--- src/rtl/core/bbc_pkg.sv ---
`timescale 1ns / 1ps
// bbc_pkg: shared types and constants for the bracket balance checker
package bbc_pkg;

    // token kinds as delivered by the lexer
    localparam logic [4:0] TK_OTHER      = 5'd0;
    localparam logic [4:0] TK_SPACE      = 5'd1;
    localparam logic [4:0] TK_LINE_CMT   = 5'd2;
    localparam logic [4:0] TK_OPEN_CMT   = 5'd3;
    localparam logic [4:0] TK_CLOSE_CMT  = 5'd4;
    localparam logic [4:0] TK_LPAREN     = 5'd5;
    localparam logic [4:0] TK_RPAREN     = 5'd6;
    localparam logic [4:0] TK_LSQUARE    = 5'd7;
    localparam logic [4:0] TK_RSQUARE    = 5'd8;
    localparam logic [4:0] TK_LBRACE     = 5'd9;
    localparam logic [4:0] TK_RBRACE     = 5'd10;
    localparam logic [4:0] TK_SEMI       = 5'd11;
    localparam logic [4:0] TK_HASH_IF    = 5'd12;
    localparam logic [4:0] TK_HASH_ENDIF = 5'd13;
    localparam logic [4:0] TK_HASH_OTHER = 5'd14;
    localparam logic [4:0] TK_BACKSLASH  = 5'd15;
    localparam logic [4:0] TK_COMMA      = 5'd16;
    localparam logic [4:0] TK_EOL        = 5'd17;
    localparam logic [4:0] TK_TEMPLATE   = 5'd18;

    // request types
    localparam logic REQ_TOKEN = 1'b0;
    localparam logic REQ_CLEAR = 1'b1;

    // stack entry codes, empty marks an empty stack
    typedef logic [2:0] entry_t;
    localparam entry_t ENT_PAREN    = 3'd0;
    localparam entry_t ENT_SQUARE   = 3'd1;
    localparam entry_t ENT_BRACE    = 3'd2;
    localparam entry_t ENT_COMMENT  = 3'd3;
    localparam entry_t ENT_HASH     = 3'd4;
    localparam entry_t ENT_TEMPLATE = 3'd5;
    localparam entry_t ENT_EMPTY    = 3'd7;

    // line status codes
    localparam logic [1:0] ST_COMPLETE   = 2'd0;
    localparam logic [1:0] ST_INCOMPLETE = 2'd1;
    localparam logic [1:0] ST_MISMATCH   = 2'd2;
    localparam logic [1:0] ST_OVERFLOW   = 2'd3;

    localparam int DEPTH_FIELD_MAX = 63;

    // classified operations
    typedef enum logic [3:0] {
        OP_CLEAR,
        OP_EOL,
        OP_SPACE,
        OP_LINE_CMT,
        OP_PUSH,
        OP_CLOSE,
        OP_SEMI,
        OP_TEMPLATE,
        OP_CONT,
        OP_OTHER
    } op_t;

    // one classified item in the queue
    typedef struct packed {
        op_t    op;
        entry_t code;      // entry pushed or expected by a closer
        logic   is_brace;  // closing brace, may also drop a lone template
    } item_t;

endpackage

--- src/rtl/core/bbc_front.sv ---
`timescale 1ns / 1ps
// bbc_front: accepts token transactions and classifies them into queue items
module bbc_front (
    input  logic          tok_valid,
    output logic          tok_ready,
    input  logic          req_type,
    input  logic [4:0]    token_kind,
    output logic          q_wr_valid,
    input  logic          q_wr_ready,
    output bbc_pkg::item_t q_wr_item
);
    import bbc_pkg::*;

    always_comb
    begin
        q_wr_item          = '0;
        q_wr_item.op       = OP_OTHER;
        q_wr_item.code     = ENT_EMPTY;
        q_wr_item.is_brace = 1'b0;
        if (req_type == REQ_CLEAR)
        begin
            q_wr_item.op = OP_CLEAR;
        end
        else
        begin
            case (token_kind)
                TK_SPACE:     q_wr_item.op = OP_SPACE;
                TK_LINE_CMT:  q_wr_item.op = OP_LINE_CMT;
                TK_EOL:       q_wr_item.op = OP_EOL;
                TK_SEMI:      q_wr_item.op = OP_SEMI;
                TK_TEMPLATE:  q_wr_item.op = OP_TEMPLATE;
                TK_OPEN_CMT:
                begin
                    q_wr_item.op   = OP_PUSH;
                    q_wr_item.code = ENT_COMMENT;
                end
                TK_LPAREN:
                begin
                    q_wr_item.op   = OP_PUSH;
                    q_wr_item.code = ENT_PAREN;
                end
                TK_LSQUARE:
                begin
                    q_wr_item.op   = OP_PUSH;
                    q_wr_item.code = ENT_SQUARE;
                end
                TK_LBRACE:
                begin
                    q_wr_item.op   = OP_PUSH;
                    q_wr_item.code = ENT_BRACE;
                end
                TK_HASH_IF:
                begin
                    q_wr_item.op   = OP_PUSH;
                    q_wr_item.code = ENT_HASH;
                end
                TK_CLOSE_CMT:
                begin
                    q_wr_item.op   = OP_CLOSE;
                    q_wr_item.code = ENT_COMMENT;
                end
                TK_RPAREN:
                begin
                    q_wr_item.op   = OP_CLOSE;
                    q_wr_item.code = ENT_PAREN;
                end
                TK_RSQUARE:
                begin
                    q_wr_item.op   = OP_CLOSE;
                    q_wr_item.code = ENT_SQUARE;
                end
                TK_RBRACE:
                begin
                    q_wr_item.op       = OP_CLOSE;
                    q_wr_item.code     = ENT_BRACE;
                    q_wr_item.is_brace = 1'b1;
                end
                TK_HASH_ENDIF:
                begin
                    q_wr_item.op   = OP_CLOSE;
                    q_wr_item.code = ENT_HASH;
                end
                TK_BACKSLASH, TK_COMMA: q_wr_item.op = OP_CONT;
                default:      q_wr_item.op = OP_OTHER;  // other, other #, unknown kinds
            endcase
        end
    end

    assign q_wr_valid = tok_valid;
    assign tok_ready  = q_wr_ready;

endmodule

--- src/rtl/core/bbc_fifo.sv ---
`timescale 1ns / 1ps
// bbc_fifo: four-entry queue of classified items between front and back
module bbc_fifo (
    input  logic           clk,
    input  logic           rst_n,
    input  logic           wr_valid,
    output logic           wr_ready,
    input  bbc_pkg::item_t wr_item,
    output logic           rd_valid,
    input  logic           rd_ready,
    output bbc_pkg::item_t rd_item
);
    import bbc_pkg::*;

    localparam int QD = 4;

    item_t      slot_reg [QD];
    logic [1:0] wr_ptr_reg, wr_ptr_next;
    logic [1:0] rd_ptr_reg, rd_ptr_next;
    logic [2:0] fill_reg, fill_next;
    logic       do_wr, do_rd;

    assign wr_ready = (fill_reg != 3'(QD));
    assign rd_valid = (fill_reg != 3'd0);
    assign rd_item  = slot_reg[rd_ptr_reg];
    assign do_wr    = wr_valid & wr_ready;
    assign do_rd    = rd_valid & rd_ready;

    always_comb
    begin
        wr_ptr_next = do_wr ? wr_ptr_reg + 2'd1 : wr_ptr_reg;
        rd_ptr_next = do_rd ? rd_ptr_reg + 2'd1 : rd_ptr_reg;
        fill_next   = fill_reg;
        if (do_wr && !do_rd)
        begin
            fill_next = fill_reg + 3'd1;
        end
        else if (do_rd && !do_wr)
        begin
            fill_next = fill_reg - 3'd1;
        end
    end

    always_ff @(posedge clk)
    begin
        if (do_wr)
        begin
            slot_reg[wr_ptr_reg] <= wr_item;
        end
    end

    always_ff @(posedge clk or negedge rst_n)
    begin
        if (!rst_n)
        begin
            wr_ptr_reg <= '0;
            rd_ptr_reg <= '0;
            fill_reg   <= '0;
        end
        else
        begin
            wr_ptr_reg <= wr_ptr_next;
            rd_ptr_reg <= rd_ptr_next;
            fill_reg   <= fill_next;
        end
    end

endmodule

--- src/rtl/core/bbc_back.sv ---
`timescale 1ns / 1ps
// bbc_back: stack engine with stack memory, line flags and result register
module bbc_back #(
    parameter int STACK_DEPTH = 32
) (
    input  logic           clk,
    input  logic           rst_n,
    input  logic           q_valid,
    output logic           q_ready,
    input  bbc_pkg::item_t q_item,
    output logic           res_valid,
    input  logic           res_ready,
    output logic [1:0]     line_status,
    output logic [5:0]     open_depth
);
    import bbc_pkg::*;

    localparam int CNT_W  = $clog2(STACK_DEPTH + 1);
    localparam int ADDR_W = (STACK_DEPTH > 1) ? $clog2(STACK_DEPTH) : 1;
    localparam int EXT_W  = (CNT_W > 6) ? CNT_W : 6;

    // stack storage
    entry_t              mem [STACK_DEPTH];
    entry_t              mem_rd_reg;
    logic                wr_en;
    logic [ADDR_W-1:0]   wr_addr;
    logic [ADDR_W-1:0]   rd_addr;
    logic [CNT_W-1:0]    cnt_dec;

    // stack control
    logic [CNT_W-1:0] count_reg, count_next;
    entry_t           top_reg, top_next;
    logic             use_mem_reg, use_mem_next;
    logic             bot_tmpl_reg, bot_tmpl_next;

    // line flags
    logic at_start_reg, at_start_next;
    logic skip_reg, skip_next;
    logic mism_reg, mism_next;
    logic ovf_reg, ovf_next;
    logic cont_reg, cont_next;

    // result register
    logic       res_valid_reg, res_valid_next;
    logic [1:0] status_reg;
    logic [5:0] depth_reg;
    logic [1:0] status_calc;
    logic [5:0] depth_calc;
    logic [EXT_W-1:0] cnt_ext;

    entry_t top_code;
    logic   full;
    logic   take;
    logic   out_free;

    assign full     = (count_reg == CNT_W'(STACK_DEPTH));
    assign top_code = (count_reg == '0) ? ENT_EMPTY : (use_mem_reg ? mem_rd_reg : top_reg);
    assign out_free = !res_valid_reg || res_ready;
    assign take     = q_valid && ((q_item.op != OP_EOL) || out_free);
    assign q_ready  = take;

    assign wr_addr = count_reg[ADDR_W-1:0];
    assign cnt_dec = count_next - CNT_W'(1);
    assign rd_addr = cnt_dec[ADDR_W-1:0];

    // line summary for end of line
    assign cnt_ext    = EXT_W'(count_reg);
    assign depth_calc = (cnt_ext > EXT_W'(DEPTH_FIELD_MAX)) ? 6'(DEPTH_FIELD_MAX)
                                                            : cnt_ext[5:0];
    always_comb
    begin
        if (ovf_reg)
            status_calc = ST_OVERFLOW;
        else if (cont_reg)
            status_calc = ST_INCOMPLETE;
        else if (mism_reg)
            status_calc = ST_MISMATCH;
        else if (count_reg != '0)
            status_calc = ST_INCOMPLETE;
        else
            status_calc = ST_COMPLETE;
    end

    always_comb
    begin
        count_next     = count_reg;
        top_next       = top_reg;
        use_mem_next   = use_mem_reg;
        bot_tmpl_next  = bot_tmpl_reg;
        at_start_next  = at_start_reg;
        skip_next      = skip_reg;
        mism_next      = mism_reg;
        ovf_next       = ovf_reg;
        cont_next      = cont_reg;
        wr_en          = 1'b0;
        res_valid_next = res_valid_reg && !res_ready;

        if (take)
        begin
            case (q_item.op)
                OP_CLEAR:
                begin
                    count_next    = '0;
                    at_start_next = 1'b1;
                    skip_next     = 1'b0;
                    mism_next     = 1'b0;
                    ovf_next      = 1'b0;
                    cont_next     = 1'b0;
                end
                OP_EOL:
                begin
                    res_valid_next = 1'b1;
                    at_start_next  = 1'b1;
                    skip_next      = 1'b0;
                    mism_next      = 1'b0;
                    ovf_next       = 1'b0;
                    cont_next      = 1'b0;
                end
                OP_SPACE:
                begin
                end
                default:
                begin
                    if (!skip_reg)
                    begin
                        at_start_next = 1'b0;
                        cont_next     = (q_item.op == OP_CONT);
                        // inside a block comment only its closer counts
                        if (top_code == ENT_COMMENT &&
                            !(q_item.op == OP_CLOSE && q_item.code == ENT_COMMENT))
                        begin
                        end
                        else
                        begin
                            case (q_item.op)
                                OP_LINE_CMT:
                                begin
                                    skip_next = 1'b1;
                                end
                                OP_PUSH:
                                begin
                                    if (full)
                                    begin
                                        ovf_next  = 1'b1;
                                        skip_next = 1'b1;
                                    end
                                    else
                                    begin
                                        wr_en        = 1'b1;
                                        top_next     = q_item.code;
                                        use_mem_next = 1'b0;
                                        count_next   = count_reg + CNT_W'(1);
                                        if (count_reg == '0)
                                            bot_tmpl_next = 1'b0;
                                    end
                                end
                                OP_CLOSE:
                                begin
                                    if (top_code != q_item.code)
                                    begin
                                        mism_next = 1'b1;
                                        skip_next = 1'b1;
                                    end
                                    else if (q_item.is_brace && bot_tmpl_reg &&
                                             count_reg == CNT_W'(2))
                                    begin
                                        // brace pop leaves a lone template, drop it too
                                        count_next = '0;
                                    end
                                    else
                                    begin
                                        count_next   = count_reg - CNT_W'(1);
                                        use_mem_next = 1'b1;
                                    end
                                end
                                OP_SEMI:
                                begin
                                    if (bot_tmpl_reg && count_reg == CNT_W'(1))
                                        count_next = '0;
                                end
                                OP_TEMPLATE:
                                begin
                                    if (at_start_reg && count_reg == '0)
                                    begin
                                        wr_en         = 1'b1;
                                        top_next      = ENT_TEMPLATE;
                                        use_mem_next  = 1'b0;
                                        count_next    = CNT_W'(1);
                                        bot_tmpl_next = 1'b1;
                                    end
                                end
                                default:
                                begin
                                end
                            endcase
                        end
                    end
                end
            endcase
        end
    end

    // stack memory, registered read of the entry that becomes the top
    always_ff @(posedge clk)
    begin
        if (wr_en)
        begin
            mem[wr_addr] <= top_next;
        end
        mem_rd_reg <= mem[rd_addr];
    end

    always_ff @(posedge clk)
    begin
        top_reg <= top_next;
        if (take && q_item.op == OP_EOL)
        begin
            status_reg <= status_calc;
            depth_reg  <= depth_calc;
        end
    end

    always_ff @(posedge clk or negedge rst_n)
    begin
        if (!rst_n)
        begin
            count_reg     <= '0;
            use_mem_reg   <= 1'b0;
            bot_tmpl_reg  <= 1'b0;
            at_start_reg  <= 1'b1;
            skip_reg      <= 1'b0;
            mism_reg      <= 1'b0;
            ovf_reg       <= 1'b0;
            cont_reg      <= 1'b0;
            res_valid_reg <= 1'b0;
        end
        else
        begin
            count_reg     <= count_next;
            use_mem_reg   <= use_mem_next;
            bot_tmpl_reg  <= bot_tmpl_next;
            at_start_reg  <= at_start_next;
            skip_reg      <= skip_next;
            mism_reg      <= mism_next;
            ovf_reg       <= ovf_next;
            cont_reg      <= cont_next;
            res_valid_reg <= res_valid_next;
        end
    end

    assign res_valid   = res_valid_reg;
    assign line_status = status_reg;
    assign open_depth  = depth_reg;

endmodule

--- src/rtl/core/bracket_balance_checker_core.sv ---
`timescale 1ns / 1ps
// bracket_balance_checker_core: top level of the bracket balance checker
//
// takes one lexed token (or a clear request) per transaction and tracks open
// parentheses, brackets, braces, block comments, #if directives and a leading
// template marker on a stack of STACK_DEPTH entries; each end-of-line token
// gives one result transaction with the line status and the open depth
// (saturated at 63), every other token and a clear give none. tokens go
// through at one per cycle unless stalled: the front classifies each token
// into a four-entry queue and the back stage retires one queued token per
// clock, reading only the stack top, which comes from a top register or
// from the registered read port of the stack memory. a result that is not
// taken stalls only the next end-of-line token; tokens behind it keep
// filling the queue. results pass a queue slot and the result register.
module bracket_balance_checker_core #(
    parameter int STACK_DEPTH = 32
) (
    input  logic       clk,
    input  logic       rst_n,
    // token channel
    input  logic       tok_valid,
    output logic       tok_ready,
    input  logic       req_type,
    input  logic [4:0] token_kind,
    // result channel
    output logic       res_valid,
    input  logic       res_ready,
    output logic [1:0] line_status,
    output logic [5:0] open_depth
);
    import bbc_pkg::*;

    // classified transaction from front to queue
    logic  q_wr_valid;
    logic  q_wr_ready;
    item_t q_wr_item;

    // queue to back stage
    logic  q_rd_valid;
    logic  q_rd_ready;
    item_t q_rd_item;

    // front: accept and classify
    bbc_front u_front (
        .tok_valid  (tok_valid),
        .tok_ready  (tok_ready),
        .req_type   (req_type),
        .token_kind (token_kind),
        .q_wr_valid (q_wr_valid),
        .q_wr_ready (q_wr_ready),
        .q_wr_item  (q_wr_item)
    );

    // decoupling queue
    bbc_fifo u_fifo (
        .clk      (clk),
        .rst_n    (rst_n),
        .wr_valid (q_wr_valid),
        .wr_ready (q_wr_ready),
        .wr_item  (q_wr_item),
        .rd_valid (q_rd_valid),
        .rd_ready (q_rd_ready),
        .rd_item  (q_rd_item)
    );

    // back: stack engine and result register
    bbc_back #(
        .STACK_DEPTH (STACK_DEPTH)
    ) u_back (
        .clk         (clk),
        .rst_n       (rst_n),
        .q_valid     (q_rd_valid),
        .q_ready     (q_rd_ready),
        .q_item      (q_rd_item),
        .res_valid   (res_valid),
        .res_ready   (res_ready),
        .line_status (line_status),
        .open_depth  (open_depth)
    );

endmodule
--- config.mk ---
export PLATFORM = sky130hd
export DESIGN_NAME = bracket_balance_checker_core
export DESIGN_NICKNAME = d
export VERILOG_FILES = /design/src/rtl/core/bbc_pkg.sv /design/src/rtl/core/bbc_front.sv /design/src/rtl/core/bbc_fifo.sv /design/src/rtl/core/bbc_back.sv /design/src/rtl/core/bracket_balance_checker_core.sv
export SDC_FILE = /design/constraint.sdc
export NUM_CORES = 1
export LEC_CHECK = 0
export BUFFER_PORTS_ARGS = -buffer_cell sky130_fd_sc_hd__buf_2
export CAP_MARGIN = 15
export CORE_UTILIZATION = 55
export CTS_BUF_LIST = sky130_fd_sc_hd__clkbuf_4 sky130_fd_sc_hd__clkbuf_8
export DETAILED_ROUTE_END_ITERATION = 6
export PLACE_DENSITY = 0.72
export SKIP_CTS_REPAIR_TIMING = 1
export SYNTH_ARGS = -nofsm -noshare
export SYNTH_HDL_FRONTEND = slang
export SYNTH_HIERARCHICAL = 1
export SYNTH_SLANG_ARGS = --single-unit
--- constraint.sdc ---
create_clock -name clk -period 5.5 [get_ports clk]
set_input_delay 0.825 -clock clk [delete_from_list [all_inputs] [get_ports clk]]
set_output_delay 0.825 -clock clk [all_outputs]
set_load 0.05 [all_outputs]
==> flow_summary_export.csv <==
group,metric,value,unit
outcome,status,"finished clean",
power,p_per_area,584.9,nW/um2
worst_setup_path,cp.arrival,5.16,ns
layout,area_growth_syn_to_layout,7.306,%
worst_setup_path,timing.rr.start,"u_fifo/rd_ptr_reg[0]",
worst_setup_path,reg2reg_to,"u_back/mem_rd_reg[1]",
yosys,yosys.area.top_type,"edfxtp_1",
layout,fillers,1052,
placement,post-place-ws,0.6749,ns
worst_setup_path,crit_chain,"buf_4, mux4_1, or4b_1, or3_1, a31o_2, nand2_4, inv_8, ha_1, buf_12, mux2_2, o21ai_0, o31ai_1, o32ai_1, a211oi_1",
power,p_seq_share,35.2,%
detailed_routing,antenna_left,0,
yosys,yosys_warnings,6,
detailed_routing,firstDrtPassIters,5,
yosys,synth.avg_cell_area,13.69,um2
global_routing,grt_use_total,25.08,%
floorplan,core,14040,um2
yosys,netlist_area,7998,um2
layout,layout-drive-gt1-share,22.26,%
worst_setup_path,critical_path_buf_inv_count,3,
clock_tree,clock-sinks,163,
power,p_leak,2.966,nW
layout,n_antenna_cell,0,
floorplan,dieArea,15030,um2
yosys,ys_seq_elements,163,
clock_tree,cts_buffers,17,
timing,slew_headroom,50.00,%
yosys,yosysMostFrequentCell,"edfxtp_1",
placement,dpl.hpwl,11.94,mm
placement,portBuffers,19,
floorplan,rows,43,
timing,fin_crit_sh,87.66,%
worst_setup_path,rrSetupSlack,0.68,ns
power,p_sw,2.121,mW
layout,largest_reg_flops,96,
clock_tree,clock-root-buffer,"clkbuf_8",
yosys,synth.top_cells.by_area,"edfxtp_1, mux4_2, dfrtp_1",
clock_tree,clock_latency,0.47,ns
yosys,synth_top_area_share,51.06,%
clock_tree,htreeDepth,4,
global_routing,grt_pass1_vias,4895,
timing,fin_crit,4.822,ns
power,pwr-share-clk,16.0,%
worst_setup_path,cp_top_family,"simple AND/OR/NAND/NOR gates",
floorplan,ios,20,
timing,tns,0,ns
timing,maxSlewViolCount,0,
timing,rsz0062_at_grt,"no",
timing,fmax,207.4,MHz
global_routing,antenna_found_initial,0,
global_routing,grt-ovfl-total,0,
hold_path,hold_path_class,"in -> async",
detailed_routing,routedWlPerCell,21.70,um
detailed_routing,drc_errors,0,
power,ir_drop,206.4,uV
yosys,synthFlopType,"edfxtp_1",
yosys,synth_commonest_cells,"edfxtp_1, nor2_1, nand2_1, mux4_2, o21ai_0",
worst_setup_path,crit_path_start_kind,"flip-flop",
floorplan,die_w,122.6,um
detailed_routing,drt_wl_total,17.17,mm
worst_setup_path,cp.required,5.84,ns
global_routing,grt_max_degree,34,
timing,finalWorstSetupSlack,0.6785,ns
floorplan,die_height,122.6,um
yosys,synth-edff-count,136,
timing,final.setup_skew,0.01951,ns
yosys,async_flop_share,12.88,%
worst_setup_path,critPathMaxFanout,25,
run,max-cap-violations,0,
worst_setup_path,crit_start,"u_fifo/rd_ptr_reg[0]",
worst_setup_path,path_class,"reg -> reg",
timing,hold_viol_final,0,
global_routing,grt_pass1_wl,27.57,mm
yosys,yosysSeqAreaShare,59.15,%
clock_tree,cts_tree,"built",
worst_setup_path,r2r_cells,14,
yosys,netlist-cell-type-count,94,
worst_setup_path,crit_path_end_kind,"flip-flop",
placement,gp_routability_congestion,0.9206,
detailed_routing,num_vias,5047,
power,swShare,42.25,%
clock_tree,clockBufferDepth,2,
power,internal_power,2.899,mW
power,pwr-share-comb,48.8,%
timing,worstMarginPinSlew,0.7442,ns
worst_setup_path,slowest_delay,0.67,ns
detailed_routing,vias_per_cell,6.381,
detailed_routing,drt_iter0_markers,649,
yosys,syn_inst,584,
floorplan,start_util,56.95,%
yosys,synth_nets,606,
layout,fin_nets,621,
timing,setup_violations,0,
clock_tree,clkTransAtPathRegs,0.10,ns
worst_setup_path,slowest_stage,"ha_1",
[metal layers]
| layer | wire length (um) | vias to the layer above | GRT usage [%] |
|---|---|---|---|
| met5 | 0 | - | 0 |
| met2 | 7879 | 198 | 37.15 |
| li1 | - | 2304 | - |
| met1 | 7927 | 2517 | 36.65 |
| met3 | 980 | 28 | 4.275 |
| met4 | 380 | 0 | 10.67 |
[layout make-up]
| type | count | area [um2] | share of cell area (%) |
|---|---|---|---|
| multi-input combinational | 369 | 2984 | 34.77 |
| clock buffer | 17 | 234.0 | 2.726 |
| sequential | 163 | 4731 | 55.12 |
| clock inverter | 14 | 125.1 | 1.458 |
| timing repair buffer | 32 | 212.7 | 2.478 |
| inverter | 16 | 70.07 | 0.8164 |
| tap | 180 | 225.2 | 2.624 |
[power by group through the flow]
stage	clock network (mW)	logic [mW]	registers [mW]
4_1_cts	0.815	2.42	1.77
3_3_place_gp	0	2.37	1.79
3_5_place_dp	0	2.41	1.80
6_report	0.801	2.45	1.77
2_1_floorplan	0	1.85	1.79
5_1_grt	0.861	2.67	1.79
[worst max-delay path by stage]
stage	endpoint	slack [ns]	depth (start not counted)
after floorplan	u_back/mem_rd_reg[1]	0.65	17
after detailed placement	u_back/mem_rd_reg[1]	0.67	14
after global placement	u_back/mem_rd_reg[1]	0.76	14
after global routing	u_back/mem_rd_reg[1]	0.40	16
final	u_back/mem_rd_reg[1]	0.68	14
after CTS	u_back/mem_rd_reg[1]	0.65	14
[layout by cell type, fill, tap and decap left out, types with 4 or more instances in the layout]
cell / synthesis / routed
a21oi_1: 11 / 11
edfxtp_1: 136 / 136
or3_1: 6 / 6
o21a_1: 6 / 6
nor3_1: 7 / 7
and2_2: 4 / 4
nand2_1: 35 / 35
mux4_2: 26 / 26
a211oi_1: 8 / 8
inv_6: 0 / 5
and3_1: 6 / 6
nand3_1: 10 / 10
nand2b_1: 5 / 5
o21ai_0: 25 / 23
dfxtp_1: 6 / 6
inv_1: 13 / 13
buf_4: 3 / 11
buf_2: 5 / 19
xnor2_1: 7 / 7
xor2_1: 4 / 4
a31oi_1: 13 / 13
o32ai_1: 4 / 4
a221oi_2: 4 / 4
dfrtp_1: 20 / 20
nand3b_1: 9 / 9
a21boi_0: 7 / 7
mux2_2: 6 / 6
clkbuf_8: 0 / 17
o31ai_1: 6 / 6
and2_1: 5 / 5
a21o_1: 6 / 6
mux2i_1: 6 / 6
ha_1: 11 / 11
nor2_1: 57 / 57
[per-stage QoR]
| step | total power, mW | hold WS [ns] | instances | area, um2 | util, % |
|---|---|---|---|---|---|
| floorplan | 3.642 | 0.4589 | 584 | 7998 | - |
| CTS | 5.002 | 0.3422 | 790 | 8567 | 61.01 |
| global route | 5.321 | 0.3654 | 791 | 8582 | 61.12 |
| detailed placement | 4.205 | 0.4865 | 759 | 8208 | 58.45 |
| finish | 5.020 | 0.3324 | 791 | 8582 | 61.12 |
| global placement | 4.162 | 0.4844 | 759 | 8208 | 58.45 |
[cell families (layout without fill, tap and decap cells)]
logic type,after synthesis,after routing,synth area share [%]
and+or+nand+nor,177,177,11.78
DFF,163,163,59.15
AOI/OAI and AO/OA,127,127,12.17
buffers and inverters,52,79,3.629
muxes,42,42,10.09
adders and majority gates,12,12,1.971
xor gates and xnor gates,11,11,1.205
No activity file was read; power rests on OpenSTA's default activity.
